$ cat src/sv/aaop_pkg.sv
package aaop_pkg;

    localparam int BLOCK_BYTES  = 1024;
    localparam int CAP_FRAMES   = BLOCK_BYTES / 4;
    localparam int FRAMES_W     = 9;
    localparam int MAXP_W       = 11;
    localparam int FB_W         = 6;
    localparam int DIV_CNT_W    = 4;
    localparam int RATE_W       = 32;
    localparam int SEED_W       = 24;
    localparam int APB_ADDR_W   = 5;

    localparam logic [RATE_W-1:0]   MAX_RATE     = RATE_W'(CAP_FRAMES) << 16;
    localparam logic [RATE_W-1:0]   ZERO_SEED    = RATE_W'(6) << 16;
    localparam logic [SEED_W-1:0]   SEED_RESET   = SEED_W'(393216);
    localparam logic [MAXP_W-1:0]   MAXP_RESET   = MAXP_W'(1024);
    localparam logic [MAXP_W-1:0]   CAP_N        = MAXP_W'(CAP_FRAMES);

    localparam logic [2:0] REG_SUBSLOT  = 3'd0;
    localparam logic [2:0] REG_CHANNELS = 3'd1;
    localparam logic [2:0] REG_ASYNC    = 3'd2;
    localparam logic [2:0] REG_MAXP     = 3'd3;
    localparam logic [2:0] REG_SEED     = 3'd4;

    typedef enum logic [1:0] {
        OP_FEEDBACK = 2'd0,
        OP_PACKET   = 2'd1,
        OP_SAMPLE   = 2'd2
    } t_op;

    typedef enum logic [1:0] {
        KIND_RATE   = 2'd0,
        KIND_PACKET = 2'd1,
        KIND_BYTE   = 2'd2
    } t_kind;

    typedef enum logic [1:0] {
        ST_IDLE,
        ST_DIV,
        ST_OUT
    } t_state;

    typedef struct packed {
        logic [2:0]        subslot;
        logic [3:0]        channels;
        logic [FB_W-1:0]   frame_bytes;
        logic              async_mode;
        logic [MAXP_W-1:0] maxp;
    } t_cfg;

    typedef struct packed {
        logic              load;
        logic [SEED_W-1:0] value;
    } t_seed_wr;

    typedef struct packed {
        logic load;
        logic pkt_fin;
        logic step;
    } t_cmd;

    typedef struct packed {
        logic div_busy;
        logic last;
    } t_stat;

    // byte i of a subslot of s bytes carrying a 16-bit sample, low end zero padded
    function automatic logic [7:0] slot_byte(logic [2:0] s, logic [1:0] i, logic [15:0] v);
        logic [7:0] b;
        b = 8'd0;
        case (s)
            3'd1: b = v[15:8];
            3'd2: b = (i == 2'd0) ? v[7:0] : v[15:8];
            3'd3: begin
                if (i == 2'd1) b = v[7:0];
                else if (i == 2'd2) b = v[15:8];
            end
            default: begin
                if (i == 2'd2) b = v[7:0];
                else if (i == 2'd3) b = v[15:8];
            end
        endcase
        return b;
    endfunction

endpackage

$ cat src/sv/aaop_if.sv
interface aaop_in_if;
    logic        valid;
    logic        ready;
    logic [1:0]  opcode;
    logic        feedback_ok;
    logic [2:0]  feedback_len;
    logic [31:0] feedback_word;
    logic signed [15:0] left_sample;
    logic signed [15:0] right_sample;

    modport source (
        output valid, opcode, feedback_ok, feedback_len, feedback_word,
               left_sample, right_sample,
        input  ready
    );
    modport sink (
        input  valid, opcode, feedback_ok, feedback_len, feedback_word,
               left_sample, right_sample,
        output ready
    );
endinterface

interface aaop_out_if;
    logic        valid;
    logic        ready;
    logic [1:0]  kind;
    logic [31:0] rate_value;
    logic [8:0]  frame_count;
    logic [10:0] packet_bytes;
    logic [7:0]  byte_value;
    logic [15:0] peak_level;
    logic        last;

    modport source (
        output valid, kind, rate_value, frame_count, packet_bytes, byte_value,
               peak_level, last,
        input  ready
    );
    modport sink (
        input  valid, kind, rate_value, frame_count, packet_bytes, byte_value,
               peak_level, last,
        output ready
    );
endinterface

$ cat src/sv/aaop_cfg.sv
module aaop_cfg
    import aaop_pkg::*;
(
    input  logic                  i_clk,
    input  logic                  i_rst_n,
    input  logic                  psel,
    input  logic                  penable,
    input  logic                  pwrite,
    input  logic [APB_ADDR_W-1:0] paddr,
    input  logic [31:0]           pwdata,
    output logic [31:0]           prdata,
    output logic                  pready,
    output t_cfg                  o_cfg,
    output t_seed_wr              o_seed_wr
);

    logic [2:0]        r_subslot;
    logic [3:0]        r_channels;
    logic              r_async;
    logic [MAXP_W-1:0] r_maxp;
    logic [SEED_W-1:0] r_seed;
    logic              wr_en;
    logic [2:0]        idx;
    logic [2:0]        s_eff;
    logic [3:0]        c_eff;

    assign pready = 1'b1;
    assign wr_en  = psel && penable && pwrite;
    assign idx    = paddr[APB_ADDR_W-1:2];

    always_ff @(posedge i_clk) begin
        if (!i_rst_n) begin
            r_subslot  <= 3'd2;
            r_channels <= 4'd2;
            r_async    <= 1'b0;
            r_maxp     <= MAXP_RESET;
            r_seed     <= SEED_RESET;
        end else if (wr_en) begin
            case (idx)
                REG_SUBSLOT:  r_subslot  <= pwdata[2:0];
                REG_CHANNELS: r_channels <= pwdata[3:0];
                REG_ASYNC:    r_async    <= pwdata[0];
                REG_MAXP:     r_maxp     <= pwdata[MAXP_W-1:0];
                REG_SEED:     r_seed     <= pwdata[SEED_W-1:0];
                default: ;
            endcase
        end
    end

    always_comb begin
        prdata = 32'd0;
        case (idx)
            REG_SUBSLOT:  prdata = 32'(r_subslot);
            REG_CHANNELS: prdata = 32'(r_channels);
            REG_ASYNC:    prdata = 32'(r_async);
            REG_MAXP:     prdata = 32'(r_maxp);
            REG_SEED:     prdata = 32'(r_seed);
            default:      prdata = 32'd0;
        endcase
    end

    // zero counts as one, anything above the limit as the limit
    always_comb begin
        s_eff = r_subslot;
        if (r_subslot == 3'd0) s_eff = 3'd1;
        else if (r_subslot > 3'd4) s_eff = 3'd4;
        c_eff = r_channels;
        if (r_channels == 4'd0) c_eff = 4'd1;
        else if (r_channels > 4'd8) c_eff = 4'd8;
    end

    assign o_cfg.subslot     = s_eff;
    assign o_cfg.channels    = c_eff;
    assign o_cfg.frame_bytes = FB_W'(s_eff) * FB_W'(c_eff);
    assign o_cfg.async_mode  = r_async;
    assign o_cfg.maxp        = (32'(r_maxp) > 32'(BLOCK_BYTES)) ? MAXP_W'(BLOCK_BYTES)
                                                                : r_maxp;

    assign o_seed_wr.load  = wr_en && (idx == REG_SEED);
    assign o_seed_wr.value = pwdata[SEED_W-1:0];

endmodule

$ cat src/sv/aaop_div.sv
module aaop_div
    import aaop_pkg::*;
(
    input  logic              i_clk,
    input  logic              i_rst_n,
    input  logic              i_start,
    input  logic [MAXP_W-1:0] i_dividend,
    input  logic [FB_W-1:0]   i_divisor,
    output logic              o_busy,
    output logic [MAXP_W-1:0] o_quotient
);

    logic                 r_busy;
    logic [DIV_CNT_W-1:0] r_cnt;
    logic [FB_W-1:0]      r_rem;
    logic [MAXP_W-1:0]    r_quo;
    logic [FB_W-1:0]      r_div;
    logic [FB_W+1:0]      diff;
    logic [FB_W:0]        shifted;

    // one quotient bit per cycle, restoring
    assign shifted = {r_rem, r_quo[MAXP_W-1]};
    assign diff    = {1'b0, shifted} - {2'b00, r_div};

    always_ff @(posedge i_clk) begin
        if (!i_rst_n) begin
            r_busy <= 1'b0;
            r_cnt  <= '0;
        end else if (i_start) begin
            r_busy <= 1'b1;
            r_cnt  <= DIV_CNT_W'(MAXP_W);
        end else if (r_busy) begin
            r_cnt <= r_cnt - 1'b1;
            if (r_cnt == DIV_CNT_W'(1)) r_busy <= 1'b0;
        end
    end

    always_ff @(posedge i_clk) begin
        if (i_start) begin
            r_rem <= '0;
            r_quo <= i_dividend;
            r_div <= i_divisor;
        end else if (r_busy) begin
            if (!diff[FB_W+1]) begin
                r_rem <= diff[FB_W-1:0];
                r_quo <= {r_quo[MAXP_W-2:0], 1'b1};
            end else begin
                r_rem <= shifted[FB_W-1:0];
                r_quo <= {r_quo[MAXP_W-2:0], 1'b0};
            end
        end
    end

    assign o_busy     = r_busy;
    assign o_quotient = r_quo;

endmodule

$ cat src/sv/aaop_ctrl.sv
module aaop_ctrl
    import aaop_pkg::*;
(
    input  logic       i_clk,
    input  logic       i_rst_n,
    input  logic       i_in_valid,
    input  logic [1:0] i_opcode,
    input  logic       i_out_ready,
    input  t_stat      i_stat,
    output logic       o_in_ready,
    output logic       o_out_valid,
    output t_cmd       o_cmd
);

    t_state r_state;
    t_state n_state;

    always_ff @(posedge i_clk) begin
        if (!i_rst_n) r_state <= ST_IDLE;
        else          r_state <= n_state;
    end

    always_comb begin
        n_state     = r_state;
        o_in_ready  = 1'b0;
        o_out_valid = 1'b0;
        o_cmd       = '0;
        case (r_state)
            ST_IDLE: begin
                o_in_ready = 1'b1;
                if (i_in_valid) begin
                    o_cmd.load = 1'b1;
                    case (i_opcode)
                        OP_PACKET:   n_state = ST_DIV;
                        OP_FEEDBACK: n_state = ST_OUT;
                        OP_SAMPLE:   n_state = ST_OUT;
                        default:     n_state = ST_IDLE;
                    endcase
                end
            end
            ST_DIV: begin
                if (!i_stat.div_busy) begin
                    o_cmd.pkt_fin = 1'b1;
                    n_state       = ST_OUT;
                end
            end
            ST_OUT: begin
                o_out_valid = 1'b1;
                if (i_out_ready) begin
                    if (i_stat.last) n_state = ST_IDLE;
                    else             o_cmd.step = 1'b1;
                end
            end
            default: n_state = ST_IDLE;
        endcase
    end

endmodule

$ cat src/sv/aaop_dp.sv
module aaop_dp
    import aaop_pkg::*;
(
    input  logic          i_clk,
    input  logic          i_rst_n,
    input  t_cfg          i_cfg,
    input  t_seed_wr      i_seed_wr,
    input  t_cmd          i_cmd,
    input  logic [1:0]    i_opcode,
    input  logic          i_feedback_ok,
    input  logic [2:0]    i_feedback_len,
    input  logic [31:0]   i_feedback_word,
    input  logic [15:0]   i_left_sample,
    input  logic [15:0]   i_right_sample,
    output t_stat         o_stat,
    output logic [1:0]    o_kind,
    output logic [31:0]   o_rate_value,
    output logic [8:0]    o_frame_count,
    output logic [10:0]   o_packet_bytes,
    output logic [7:0]    o_byte_value,
    output logic [15:0]   o_peak_level,
    output logic          o_last
);

    logic [RATE_W-1:0]   r_rate;
    logic [15:0]         r_frac;
    logic [15:0]         r_peak;
    t_kind               r_kind;
    logic [MAXP_W-1:0]   r_na;
    logic [FRAMES_W-1:0] r_frames;
    logic [MAXP_W-1:0]   r_bytes;
    logic [15:0]         r_left;
    logic [15:0]         r_right;
    logic [2:0]          r_ch;
    logic [1:0]          r_slot;

    logic [RATE_W-1:0]   fb_val;
    logic                fb_take;
    logic [RATE_W:0]     sum;
    logic [16:0]         sum_int;
    logic [15:0]         mag;
    logic                div_start;
    logic                div_busy;
    logic [MAXP_W-1:0]   quo;
    logic [MAXP_W-1:0]   n_frames;
    logic [MAXP_W-1:0]   n_bytes;
    logic                slot_end;
    logic                frame_end;

    assign fb_val  = (i_feedback_len >= 3'd4) ? i_feedback_word
                                              : {i_feedback_word[23:0], 2'b00} ;
    assign fb_take = i_feedback_ok && (i_feedback_len >= 3'd3)
                     && (fb_val != '0) && (fb_val < MAX_RATE);

    assign sum     = {{(RATE_W-15){1'b0}}, r_frac} + {1'b0, r_rate};
    assign sum_int = sum[32:16];

    // -32768 maps to 32768, still fits 16 bits
    assign mag = i_left_sample[15] ? (~i_left_sample + 16'd1) : i_left_sample;

    assign div_start = i_cmd.load && (i_opcode == OP_PACKET);

    aaop_div u_div (
        .i_clk      (i_clk),
        .i_rst_n    (i_rst_n),
        .i_start    (div_start),
        .i_dividend (i_cfg.maxp),
        .i_divisor  (i_cfg.frame_bytes),
        .o_busy     (div_busy),
        .o_quotient (quo)
    );

    // more frames than fit the packet fall back to max packet / frame bytes
    always_comb begin
        logic [MAXP_W+FB_W-1:0] prod;
        n_frames = r_na;
        if (quo < r_na) n_frames = quo;
        prod    = n_frames * i_cfg.frame_bytes;
        n_bytes = (n_frames == '0) ? MAXP_W'(i_cfg.frame_bytes) : prod[MAXP_W-1:0];
    end

    always_ff @(posedge i_clk) begin
        if (!i_rst_n) begin
            r_rate <= RATE_W'(SEED_RESET);
            r_frac <= '0;
            r_peak <= '0;
        end else if (i_seed_wr.load) begin
            r_rate <= (i_seed_wr.value == '0) ? ZERO_SEED : RATE_W'(i_seed_wr.value);
        end else if (i_cmd.load) begin
            case (i_opcode)
                OP_FEEDBACK: if (fb_take) r_rate <= fb_val;
                OP_PACKET:   if (i_cfg.async_mode) r_frac <= sum[15:0];
                OP_SAMPLE:   if (mag > r_peak) r_peak <= mag;
                default: ;
            endcase
        end
    end

    always_ff @(posedge i_clk) begin
        if (i_cmd.load) begin
            r_frames <= '0;
            r_bytes  <= '0;
            r_left   <= i_left_sample;
            r_right  <= i_right_sample;
            r_ch     <= '0;
            r_slot   <= '0;
            if (!i_cfg.async_mode || (32'(sum_int) > 32'(CAP_N))) r_na <= CAP_N;
            else                                                    r_na <= sum_int[MAXP_W-1:0];
            case (i_opcode)
                OP_FEEDBACK: r_kind <= KIND_RATE;
                OP_PACKET:   r_kind <= KIND_PACKET;
                default:     r_kind <= KIND_BYTE;
            endcase
        end else if (i_cmd.pkt_fin) begin
            r_frames <= n_frames[FRAMES_W-1:0];
            r_bytes  <= n_bytes;
        end else if (i_cmd.step) begin
            if (slot_end) begin
                r_slot <= '0;
                r_ch   <= r_ch + 1'b1;
            end else begin
                r_slot <= r_slot + 1'b1;
            end
        end
    end

    assign slot_end  = ({1'b0, r_slot} == i_cfg.subslot - 3'd1);
    assign frame_end = slot_end && ({1'b0, r_ch} == i_cfg.channels - 4'd1);

    always_comb begin
        o_byte_value = 8'd0;
        if (r_kind == KIND_BYTE) begin
            if (r_ch == 3'd0)      o_byte_value = slot_byte(i_cfg.subslot, r_slot, r_left);
            else if (r_ch == 3'd1) o_byte_value = slot_byte(i_cfg.subslot, r_slot, r_right);
        end
    end

    assign o_stat.div_busy = div_busy;
    assign o_stat.last     = o_last;

    assign o_last         = (r_kind != KIND_BYTE) || frame_end;
    assign o_kind         = r_kind;
    assign o_rate_value   = r_rate;
    assign o_frame_count  = r_frames;
    assign o_packet_bytes = r_bytes;
    assign o_peak_level   = r_peak;

endmodule

$ cat src/sv/async_audio_out_packetizer.sv
// Isochronous audio OUT packetizer. Items are taken one at a time. A feedback
// word (opcode 0) gives one rate report. A packet request (opcode 1) runs the
// 11-step bit-serial divider that works out max packet / frame bytes, and
// gives one packet-size word. A sample pair (opcode 2) gives one word per
// packed byte, subslot_bytes * channel_count words at one per cycle while
// ready is high. Opcode 3 is dropped. Result words hold while ready is low;
// the next item is taken after the last word of the current one.
// Configuration goes through the APB port at byte address 4*i and must only
// be written while the block is idle (the block does not enforce this);
// writing seed_rate also reloads the current rate (zero loads 6.0 frames).
module async_audio_out_packetizer
    import aaop_pkg::*;
(
    input  logic                  i_clk,
    input  logic                  i_rst_n,
    aaop_in_if.sink               i_item,
    aaop_out_if.source            o_result,
    input  logic                  psel,
    input  logic                  penable,
    input  logic                  pwrite,
    input  logic [APB_ADDR_W-1:0] paddr,
    input  logic [31:0]           pwdata,
    output logic [31:0]           prdata,
    output logic                  pready
);

    t_cfg     cfg;
    t_seed_wr seed_wr;
    t_cmd     cmd;
    t_stat    stat;
    logic     in_ready;
    logic     out_valid;

    aaop_cfg u_cfg (
        .i_clk     (i_clk),
        .i_rst_n   (i_rst_n),
        .psel      (psel),
        .penable   (penable),
        .pwrite    (pwrite),
        .paddr     (paddr),
        .pwdata    (pwdata),
        .prdata    (prdata),
        .pready    (pready),
        .o_cfg     (cfg),
        .o_seed_wr (seed_wr)
    );

    aaop_ctrl u_ctrl (
        .i_clk       (i_clk),
        .i_rst_n     (i_rst_n),
        .i_in_valid  (i_item.valid),
        .i_opcode    (i_item.opcode),
        .i_out_ready (o_result.ready),
        .i_stat      (stat),
        .o_in_ready  (in_ready),
        .o_out_valid (out_valid),
        .o_cmd       (cmd)
    );

    aaop_dp u_dp (
        .i_clk           (i_clk),
        .i_rst_n         (i_rst_n),
        .i_cfg           (cfg),
        .i_seed_wr       (seed_wr),
        .i_cmd           (cmd),
        .i_opcode        (i_item.opcode),
        .i_feedback_ok   (i_item.feedback_ok),
        .i_feedback_len  (i_item.feedback_len),
        .i_feedback_word (i_item.feedback_word),
        .i_left_sample   (i_item.left_sample),
        .i_right_sample  (i_item.right_sample),
        .o_stat          (stat),
        .o_kind          (o_result.kind),
        .o_rate_value    (o_result.rate_value),
        .o_frame_count   (o_result.frame_count),
        .o_packet_bytes  (o_result.packet_bytes),
        .o_byte_value    (o_result.byte_value),
        .o_peak_level    (o_result.peak_level),
        .o_last          (o_result.last)
    );

    assign i_item.ready   = in_ready;
    assign o_result.valid = out_valid;

endmodule

$ cat src/flat_wrapper.sv
// flat-port wrapper written by rule: the top's interface ports become plain ports
module async_audio_out_packetizer_flat import aaop_pkg::*;
  (i_clk, i_rst_n, psel, penable, pwrite, paddr, pwdata, prdata, pready, i_item_valid, i_item_opcode, i_item_feedback_ok, i_item_feedback_len, i_item_feedback_word, i_item_left_sample, i_item_right_sample, i_item_ready, o_result_valid, o_result_kind, o_result_rate_value, o_result_frame_count, o_result_packet_bytes, o_result_byte_value, o_result_peak_level, o_result_last, o_result_ready);
  aaop_in_if i_item_i ();
  aaop_out_if o_result_i ();
  input  logic i_clk;
  input  logic i_rst_n;
  input  logic psel;
  input  logic penable;
  input  logic pwrite;
  input  logic [APB_ADDR_W-1:0] paddr;
  input  logic [31:0] pwdata;
  output logic [31:0] prdata;
  output logic pready;
  input wire logic [$bits(i_item_i.valid)-1:0] i_item_valid;
  input wire logic [$bits(i_item_i.opcode)-1:0] i_item_opcode;
  input wire logic [$bits(i_item_i.feedback_ok)-1:0] i_item_feedback_ok;
  input wire logic [$bits(i_item_i.feedback_len)-1:0] i_item_feedback_len;
  input wire logic [$bits(i_item_i.feedback_word)-1:0] i_item_feedback_word;
  input wire logic [$bits(i_item_i.left_sample)-1:0] i_item_left_sample;
  input wire logic [$bits(i_item_i.right_sample)-1:0] i_item_right_sample;
  output wire logic [$bits(i_item_i.ready)-1:0] i_item_ready;
  output wire logic [$bits(o_result_i.valid)-1:0] o_result_valid;
  output wire logic [$bits(o_result_i.kind)-1:0] o_result_kind;
  output wire logic [$bits(o_result_i.rate_value)-1:0] o_result_rate_value;
  output wire logic [$bits(o_result_i.frame_count)-1:0] o_result_frame_count;
  output wire logic [$bits(o_result_i.packet_bytes)-1:0] o_result_packet_bytes;
  output wire logic [$bits(o_result_i.byte_value)-1:0] o_result_byte_value;
  output wire logic [$bits(o_result_i.peak_level)-1:0] o_result_peak_level;
  output wire logic [$bits(o_result_i.last)-1:0] o_result_last;
  input wire logic [$bits(o_result_i.ready)-1:0] o_result_ready;
  assign i_item_i.valid = i_item_valid;
  assign i_item_i.opcode = i_item_opcode;
  assign i_item_i.feedback_ok = i_item_feedback_ok;
  assign i_item_i.feedback_len = i_item_feedback_len;
  assign i_item_i.feedback_word = i_item_feedback_word;
  assign i_item_i.left_sample = i_item_left_sample;
  assign i_item_i.right_sample = i_item_right_sample;
  assign i_item_ready = i_item_i.ready;
  assign o_result_valid = o_result_i.valid;
  assign o_result_kind = o_result_i.kind;
  assign o_result_rate_value = o_result_i.rate_value;
  assign o_result_frame_count = o_result_i.frame_count;
  assign o_result_packet_bytes = o_result_i.packet_bytes;
  assign o_result_byte_value = o_result_i.byte_value;
  assign o_result_peak_level = o_result_i.peak_level;
  assign o_result_last = o_result_i.last;
  assign o_result_i.ready = o_result_ready;
  async_audio_out_packetizer u_core (.i_clk(i_clk), .i_rst_n(i_rst_n), .i_item(i_item_i), .o_result(o_result_i), .psel(psel), .penable(penable), .pwrite(pwrite), .paddr(paddr), .pwdata(pwdata), .prdata(prdata), .pready(pready));
endmodule
$ cat config.mk
export PLATFORM = sky130hd
export DESIGN_NAME = async_audio_out_packetizer_flat
export DESIGN_NICKNAME = d
export VERILOG_FILES = /design/src/sv/aaop_pkg.sv /design/src/sv/aaop_if.sv /design/src/sv/aaop_cfg.sv /design/src/sv/aaop_div.sv /design/src/sv/aaop_ctrl.sv /design/src/sv/aaop_dp.sv /design/src/sv/async_audio_out_packetizer.sv /design/src/flat_wrapper.sv
export SDC_FILE = /design/constraint.sdc
export NUM_CORES = 1
export LEC_CHECK = 0
export BUFFER_PORTS_ARGS = -buffer_cell sky130_fd_sc_hd__buf_2
export CAP_MARGIN = 15
export CORE_MARGIN = 2
export CORE_UTILIZATION = 40
export DETAILED_ROUTE_END_ITERATION = 10
export HOLD_SLACK_MARGIN = 0.05
export PLACE_DENSITY = 0.63
export SLEW_MARGIN = 20
export SYNTH_ARGS = -nofsm -noshare
export SYNTH_HDL_FRONTEND = slang
export SYNTH_SLANG_ARGS = --single-unit
$ cat constraint.sdc
create_clock -name i_clk -period 10.1 [get_ports i_clk]
set_input_delay 0.505 -clock i_clk [delete_from_list [all_inputs] [get_ports i_clk]]
set_output_delay 0.505 -clock i_clk [all_outputs]
set_load 0.005 [all_outputs]
==> impl_results.md, run 1 <==
- Post-Synth Adder-Cell Area: roughly an eighth
- PwrDens: about 140 mW/mm²
- Async S/R FF share, synth: 0%
- Buffers & Inverters on Critical Path: 4
- Worst-path fanout max: 31
- Core region area: 0.0325 mm²
- TritonRoute pass-1 iters: 7
- Dpl cells: 2131
- Synthesized flop and latch total: 207
- Layout fillers: 3180
- Worst Setup End Kind: register
- Peak supply drop: 0.000123 V
- WP data required: 10570 ps
- Final net count: 1941
- Family with the most delay on the worst path: adder cells
- Final Non-Filler Cells: 2180
- H-tree Lvls: 1
- Die H: 185 µm
- Largest net degree at the start of global routing: 71
- Fin. max-slew vios: 0
- Most frequent cells in the layout: 208 x buf_2, 207 x nand2_1, 162 x nor2_1
- HPWL after DPL: 27400 µm
- Busiest grt layer: met2
- Avg WL per Cell: ~17 µm
- Starting Density: between 40% and 50%
- Synth Area in Compound Gates: 16.9%
- Tcrit/Tclk final: 66.1%
- CTS Buf Count: 26
- Die area: 0.0344 mm²
- Port bufs: ~210
- Cell count after synthesis: 1546
- Vias per cell: between 5 and 6
- Final setup vio count: 0
- Critical-path top delay cell: xor2_1
- Outcome: finished clean
- Clock skew: 14.7 ps
- CTS root buffer: clkbuf_16
- Mux cell area share after synthesis: 4.18%
- Critical path, cell by cell: buf_4 > a21oi_1 > and2_1 > fa_1 > ha_1 > inv_1 > fa_1 > xor2_1 > nor2_1 > fa_1 > inv_1 > fa_1 > fa_1 > inv_1 > ha_1 > nand3_1 > o211ai_1 > o21ai_0 > nand2b_1 > a21oi_1 > xnor2_1 > xnor2_1 > xnor3_1 > o21ai_1
- Xor/xnor cell area share of the yosys netlist: under 10%
- Number of different library cells in the post-synthesis netlist: a little under 70
- EDFF count, synth: 62
- Grt met2 use: between 30% and 40%
- PostCTS Resize Cnt: 0
- Warnings, synthesis: 0
- Initial antenna violation count: 3
- CTS Sinks: about 210
- Clock transition at path regs: 60 ps
- Met1 usage in global routing: around 28%
- Max Root-Sink Buffers: 3
- Post-CTS Setup Inserts: 0
- Placement Cell Area: 0.0145 mm²
- RSZ-0062 raised after global routing: false
- Main combinational cell family by area after synthesis: simple AND/OR/NAND/NOR gates
- FF+latch area: around 0.0048 mm²
- Setup TNS: 0 ps
- Synth Area in Simple Gates: between 20% and 30%
- First-pass GRT wire length: a little under 60000 µm
- Startpoint Class: register
- Post-route ant nets: 0
- HP Class: input port to register
- Hold Buf Count CTS: 0
- Final worst setup slack: 3430 ps
- Post-Route WL: 36800 µm
- Slew margin rel.: 27.7%
- Layout area overhead: 16.6%
- Period minus WS final: about 6700 ps
- CTS tree: built
- Vias in the first global route: 11200
- CP dominant cell by count: fa_1
- Syn avg cell area: 8.51 µm²
- Pleak: 6.61 nW
- # rows: between 60 and 70
- Overall Global Routing Usage: a little over a fifth
- Met3 usage: 3.44%
- Clock Latency Late Sink: 540 ps
- Area of the multi-input gates: ~0.0077 mm²
- Final instance area: 0.0153 mm²
- GP Congestion: 0.918
- Post-place setup slack: 3440 ps
- GRT Residual Overflow: 0
- I/O pin count: 228
- Worst EP arrival: slightly above 7000 ps
- Least-Margin Pin Slew: 1080 ps
- Synth Cell Area: 0.0132 mm²
- Max Clock Freq: between 0.1 and 0.15 GHz
- CP peak stage delay: 610 ps
- Seq/Total Area, Yosys: 36.2%
- DR iter-0 viols: 658
- Share of layout cells above drive strength 1: about 16%
- Die Wd: 185 µm
- Commonest non-fill, non-tap cell in the layout: buf_2
- Final hold violation count: 0
- Top FF cell, synth: dfxtp_1
- Max Cap Violations: 0
- Routed vias: 11600
- DRC: 0
- Critical path type: register to register
==> path summary, 6_finish.rpt <==
| check | slack, ps | cells past startpoint | from | to |
|---|---|---|---|---|
| worst min-delay path | 140 | 1 | i_item_right_sample[4] | u_core.u_dp.r_right[4] |
| worst max-delay path | 3430 | 24 | u_core.u_cfg.r_subslot[2] | u_core.u_dp.o_packet_bytes[10] |
| worst max register to register | 3430 | 24 | u_core.u_cfg.r_subslot[2] | u_core.u_dp.o_packet_bytes[10] |
| worst min register to register | 440 | 2 | u_core.u_dp.o_packet_bytes[5] | u_core.u_dp.o_packet_bytes[5] |
==> Yosys cell counts, types with 31 or more instances <==
| library cell | n | area (µm²) |
|---|---|---|
| nand2_1 | 207 | 777 |
| nor2_1 | 164 | 616 |
| dfxtp_1 | 145 | 2900 |
| a21oi_1 | 122 | 611 |
| inv_1 | 105 | 394 |
| ha_1 | 80 | 1000 |
| edfxtp_1 | 62 | 1860 |
| clkbuf_1 | 53 | 199 |
| o21ai_0 | 48 | 240 |
| mux2i_1 | 46 | 460 |
| xnor2_1 | 44 | 385 |
| a211oi_1 | 40 | 300 |
| nand2b_1 | 38 | 238 |
| nand3_1 | 31 | 155 |
==> logic make-up after synthesis <==
logic type | after synthesis
other cells | 2
mux | 54
compound gates | 338
fa+ha+maj | 110
xor+xnor | 60
flops | 207
buf+inv | 189
simple gates | 586
==> per-stage QoR <==
stage | util [%] | total power, mW | hold WS [ps]
2_1_floorplan | - | 1.16 | 428
3_3_place_gp | 44.7 | 1.26 | 438
3_5_place_dp | 44.7 | 1.27 | 441
4_1_cts | 47.2 | 2.19 | 116
5_1_grt | 47.3 | 2.27 | 121
6_report | 47.3 | 2.17 | 142
==> routing by layer <==
layer  routed length (µm)  share of wire, %
met5                   26             0.071
met4                 1000               2.7
met3                 1950               5.3
met2                17500                48
met1                16300                44
==> registers in the layout, summed over array words and instances, names as in the netlist, 16 cells and up <==
register                  count
u_core.u_dp.r_left           16
u_core.u_cfg.r_seed          24
u_core.u_dp.o_peak_level     16
u_core.u_dp.r_right          16
u_core.u_dp.r_frac           16
u_core.u_dp.o_rate_value     32
==> power breakdown <==
part | internal, mW | switching, mW | leakage [nW]
Combinational | 0.133 | 0.191 | 4.43
Clock | 0.541 | 0.370 | 0.404
Sequential | 0.900 | 0.0317 | 1.77
==> final cells by class <==
class	count	area share (%)
Multi-Input combinational cell	1159	50.1
Sequential cell	207	31.1
Timing Repair Buffer	215	7.13
Clock buffer	41	4.94
Tap cell	442	3.60
Inverter	108	2.64
Clock inverter	7	0.506
Antenna cell	1	0.0163
(Power assumes the default switching activity.)
==> inputs of run 2 (changes only) <==
- ABC_AREA: unset -> 1
- clock period: 10.1 -> 6.55 ns (I/O delays scaled with it)
==> impl_results.md, run 2 <==
- Post-place setup slack: ~640 ps
- Xor/xnor cell area share of the yosys netlist: 3.35%
- Routed vias: ~13000
- Area of the multi-input gates: slightly above 0.007 mm²
- Peak supply drop: around 0.00021 V
- Max Root-Sink Buffers: 3
- Met3 usage: 3.67%
- Most frequent cells in the layout: 275 x inv_1, 261 x nand2_1, 208 x buf_2
- FF+latch area: 0.00476 mm²
- Post-synth top area cell: dfxtp_1
- GP Congestion: a little over 0.9
- Syn avg cell area: 7.74 µm²
- Worst EP arrival: 6440 ps
- Clock Latency Late Sink: 530 ps
- Async S/R FF share, synth: 0%
- Seq/Total Area, Yosys: between 30 and 40%
- PwrDens: 218 mW/mm²
- Clock skew: 12.5 ps
- CTS Sinks: about 210
- CTS root buffer: clkbuf_16
- Starting Density: slightly above 40%
- Fin. max-slew vios: 0
- RSZ-0062 raised after global routing: false
- Synth Cell Area: 0.0133 mm²
- DRC: 0
- WP data required: 7010 ps
- Top FF cell, synth: dfxtp_1
- Layout area overhead: 18.9%
- Post-route ant nets: 0
- Final setup vio count: 0
- Tot Pwr: 3.46 mW
- Max Clock Freq: roughly 0.17 GHz
- H-tree Lvls: 1
- CP dominant cell by count: inv_1
- Setup TNS: 0 ps
- Overall Global Routing Usage: 22.2%
- Worst Setup End Kind: register
- CP peak stage delay: 570 ps
- Final net count: 2166
- Warnings, synthesis: 0
- Port bufs: 208
- Synth Area in Simple Gates: 19.1%
- Initial antenna violation count: 5
- Tcrit/Tclk final: 91.2%
- Core region area: between 0.03 and 0.04 mm²
- Die Wd: approximately 190 µm
- HP Class: input port to register
- Worst-path fanout max: 12
- Avg WL per Cell: between 15 and 20 µm
- Grt met2 use: 37.5%
- Cell count after synthesis: 1721
- Commonest non-fill, non-tap cell in the layout: inv_1
- Outcome: finished clean
- Synthesized flop and latch total: 207
- Main combinational cell family by area after synthesis: simple AND/OR/NAND/NOR gates
- Slew margin rel.: between 30% and 40%
- Largest net degree at the start of global routing: 74
- Critical-path top delay cell: fa_1
- Least-Margin Pin Slew: 1040 ps
- Final hold violation count: 0
- Most common cell in the netlist: inv_1
- Vias in the first global route: ~12000
- Post-CTS Setup Inserts: 0
- Mux cell area share after synthesis: 1.28%
- Synth Area in Compound Gates: a little under a fifth
- Clock transition at path regs: 60 ps
- Number of flip-flops under the largest register name: 32
- GRT Residual Overflow: 0
- Startpoint Class: register
- CTS Buf Count: 25
- Share of layout cells above drive strength 1: approximately 15%
- Die H: 186 µm
- Ranking of synthesized cells by area: dfxtp_1 22%, edfxtp_1 14%, inv_1 7.8%, ha_1 7.5%, nand2_1 7.4%
- Max Cap Violations: 0
- I/O pin count: roughly 230
- Post-Synth Adder-Cell Area: 12.0%
- Final worst setup slack: between 500 and 600 ps
- Critical path type: register to register
- Layout fillers: 3265
- Synth top cells by count: 277 x inv_1, 261 x nand2_1, 170 x nor2_1
- TritonRoute pass-1 iters: 8
- Pleak: approximately 7.4 nW
- CTS tree: built
- Period minus WS final: approximately 6000 ps
- Vias per cell: 5.20
- EDFF count, synth: 62
- Post-synth top area share: 21.8%
- First-pass GRT wire length: 63300 µm
- # rows: 66
- HPWL after DPL: 29900 µm
- Number of different library cells in the post-synthesis netlist: 62
- DR iter-0 viols: 857
- Busiest grt layer: met2
- Die area: 0.0348 mm²
- Post-Route WL: 39100 µm
- Met1 usage in global routing: about 29%
==> run 2: cells by family (layout without fill, tap and decap cells) <==
kind of cell | after synthesis | count (layout)
AOI/OAI and AO/OA | 396 | 396
other | 2 | 16
adders and majority gates | 110 | 110
muxes | 17 | 17
xor gates and xnor gates | 51 | 51
DFF | 207 | 207
and+or+nand+nor | 591 | 591
buffers and inverters | 347 | 577
==> run 2: what timing repair did <==
action,in CTS,in global routing
hold buffers,33,0
setup endpoints to repair,0,0
hold endpoints to repair,33,0
gates resized for setup,0,0
==> run 2: final timing paths <==
path | start | endpoint | slack, ps | cells past startpoint
hold reg to reg | u_core.u_dp.o_packet_bytes[10] | u_core.u_dp.o_packet_bytes[10] | 460 | 2
setup / recovery | u_core.u_cfg.r_subslot[2] | u_core.u_dp.o_packet_bytes[8] | 580 | 25
hold / removal | pwdata[15] | u_core.u_cfg.r_seed[15] | 70 | 3
setup reg to reg | u_core.u_cfg.r_subslot[2] | u_core.u_dp.o_packet_bytes[8] | 580 | 25
==> run 2: layout make-up <==
type                            instances  area share (%)
Antenna cell                            5          0.0790
Sequential cell                       207            30.1
Clock inverter                         11           0.790
Tap cell                              442            3.49
Timing Repair Buffer                  248            8.99
Inverter                              284            6.73
Clock buffer                           34            4.29
Multi-Input combinational cell       1176            45.5
==> run 2: stage by stage <==
step	util [%]	hold WS [ps]	instance area (µm²)	instances
after global placement	44.9	452	14700	2324
after floorplan	-	426	13400	1730
after detailed placement	44.9	455	14700	2324
final	48.4	73.6	15800	2407
after CTS	48.4	51.0	15800	2402
after global routing	48.4	57.7	15800	2405
==> run 2: where the power goes <==
group | switching, mW | internal [mW]
combinational | 0.402 | 0.242
sequential | 0.0445 | 1.40
clock | 0.566 | 0.810
==> run 2: worst max-delay path: cells and delay by family (launching register included) <==
kind                       cells  cell delay [ps]
AOI/OAI and AO/OA              8             1280
and+or+nand+nor                6             1050
adders and majority gates      6             2700
DFF                            1              310
buffers and inverters          5              600
==> run 2: metal layers <==
metal | up-vias | share of wire, %
met5 | - | 0
met1 | 5870 | 44
met4 | 0 | 3.1
met2 | 370 | 47
met3 | 73 | 6.0
li1 | 6213 | -
==> inputs of run 3 (changes only) <==
- CORE_UTILIZATION: 40 -> 58
- PLACE_DENSITY: 0.63 -> 0.85
- RECOVER_POWER: unset -> 100
- SETUP_SLACK_MARGIN: unset -> 0.3
==> impl_results.md, run 3 (synthesis gave the netlist of run 2 again) <==
- FF-to-FF setup slack: approximately 530 ps
- Commonest non-fill, non-tap cell in the layout: inv_1
- Starting Density: 59.0%
- Most frequent cells in the layout: 278 x inv_1, 265 x nand2_1, 172 x nor2_1
- Reg2Reg Depth: 26
- Vias in the first global route: 12300
- Overall Global Routing Usage: 31.1%
- Failing checks: max-capacitance violations, max-slew violations
- Hold Startpoint: pwdata[5]
- WP data required: about 7000 ps
- Post-Route WL: about 38000 µm
- DR iter-0 viols: 1045
- CTS Sinks: 207
- Clock Latency Late Sink: 530 ps
- Die H: 156 µm
- Tcrit/Tclk final: 92.0%
- H-tree Lvls: 1
- Max Cap Violations: 5
- Area of the multi-input gates: 0.00716 mm²
- Startpoint Class: register
- Worst-path fanout max: 14
- TritonRoute pass-1 iters: 9
- Max Root-Sink Buffers: 3
- Setup TNS: 0 ps
- Slew margin rel.: -82.8%
- HPWL after DPL: 28400 µm
- CTS root buffer: clkbuf_16
- Hold path cells: 3
- # rows: 55
- Clock transition at path regs: 60 ps
- Dpl cells: around 2200
- Routed vias: 13000
- Final Non-Filler Cells: 2243
- HP Class: input port to register
- GRT Residual Overflow: 0
- Final core utilization: between 60% and 70%
- Max Clock Freq: 0.166 GHz
- DRC: 0
- Peak supply drop: between 0.0002 and 0.00025 V
- Core region area: between 0.02 and 0.025 mm²
- GP Congestion: 0.952
- Layout area overhead: 16.0%
- Layout fillers: ~1900
- Final hold violation count: 0
- Initial antenna violation count: 4
- CP dominant cell by count: inv_1
- Avg WL per Cell: 17.0 µm
- Least-Margin Pin Slew: 2740 ps
- Port bufs: 208
- FF+latch area: 0.00476 mm²
- Number of flip-flops under the largest register name: 32
- CTS tree: built
- CP peak stage delay: 560 ps
- Hold Path Sink: u_core.u_cfg.r_maxp[5]
- Clock skew: 8.99 ps
- Final net count: approximately 2200
- Fin. max-slew vios: 160
- Die area: 0.0242 mm²
- R2R Path Start: u_core.u_cfg.r_subslot[2]
- First-pass GRT wire length: just over 60000 µm
- Share of layout cells above drive strength 1: under 10%
- Final setup vio count: 0
- Pleak: 7.04 nW
- Critical path type: register to register
- PwrDens: 225 mW/mm²
- Post-route ant nets: 0
- Largest net degree at the start of global routing: 49
- Period minus WS final: 6020 ps
- CTS Buf Count: 24
- RSZ-0062 raised after global routing: false
- Outcome: complete, but fails checks
- I/O pin count: 228
- Worst EP arrival: 6300 ps
- Vias per cell: 5.80
- Die Wd: 156 µm
- Worst Setup End Kind: register
- Critical-path top delay cell: fa_1
- Worst R2R End: u_core.u_dp.o_packet_bytes[10]
## run 3: how the worst max path moves through the flow
stage | depth (start not counted) | slack [ps] | end | startpoint
after floorplan | 26 | 970 | u_core.u_dp.o_packet_bytes[10] | u_core.u_cfg.r_subslot[2]
after global placement | 28 | 730 | u_core.u_dp.o_packet_bytes[10] | u_core.u_cfg.r_subslot[2]
after detailed placement | 27 | 570 | u_core.u_dp.o_packet_bytes[8] | u_core.u_cfg.r_subslot[2]
after CTS | 27 | 530 | u_core.u_dp.o_packet_bytes[8] | u_core.u_cfg.r_subslot[2]
after global routing | 26 | 150 | u_core.u_dp.o_packet_bytes[10] | u_core.u_cfg.r_subslot[2]
final | 26 | 530 | u_core.u_dp.o_packet_bytes[10] | u_core.u_cfg.r_subslot[2]
## run 3: power breakdown
part | total, mW | switching [mW] | internal, mW
registers | 1.44 | 0.0477 | 1.40
clock network | 1.40 | 0.545 | 0.853
logic | 0.638 | 0.405 | 0.233
total | 3.48 | 0.998 | 2.48
## run 3: routing by layer
| layer | vias up | GRT usage, % | routed length (µm) | part of all wire, % |
|---|---|---|---|---|
| met3 | 125 | 5.22 | 2860 | 7.5 |
| met5 | - | 0 | 13 | 0.034 |
| met4 | 2 | 14.5 | 1850 | 4.8 |
| met1 | 6042 | 38.1 | 15100 | 39 |
| li1 | 6190 | - | - | - |
| met2 | 650 | 53.8 | 18400 | 48 |
## run 3: critical path, delay by kind of cell, from the launching register on
family                   cells  cell delay, ps
AND/OR/NAND/NOR              8            1000
adder cells (fa/ha/maj)      7            2810
buffers and inverters        8             950
AO/OA/AOI/OAI                1              60
flip-flops                   1             300
XOR/XNOR                     2             640
## run 3: metrics by stage
| step | worst slack (ps) | total power, mW | hold WS [ps] | cell area (µm²) |
|---|---|---|---|---|
| 5_1_grt | 154 | 3.62 | 88.2 | 15400 |
| 6_report | 527 | 3.48 | 75.2 | 15400 |
| 3_3_place_gp | 726 | 2.05 | 452 | 14500 |
| 2_1_floorplan | 968 | 1.89 | 426 | 13400 |
| 4_1_cts | 533 | 3.49 | 50.1 | 15600 |
| 3_5_place_dp | 568 | 2.08 | 455 | 14500 |
## run 3: repair_timing
item / 4_1_cts / 5_1_grt
gates resized for setup: 0 / 8
endpoints found under the hold margin: 29 / 0
hold buffers: 29 / 0
endpoints found under the setup margin: 0 / 2
buffers inserted: 0 / 0
## run 3: cell type report
class,count,share of cell area [%]
clock buffer,31,4.19
inverter,284,6.90
sequential,207,30.8
multi-input combinational,1176,46.3
clock inverter,12,1.11
tap,285,2.31
antenna,3,0.0486
timing repair buffer,245,8.28
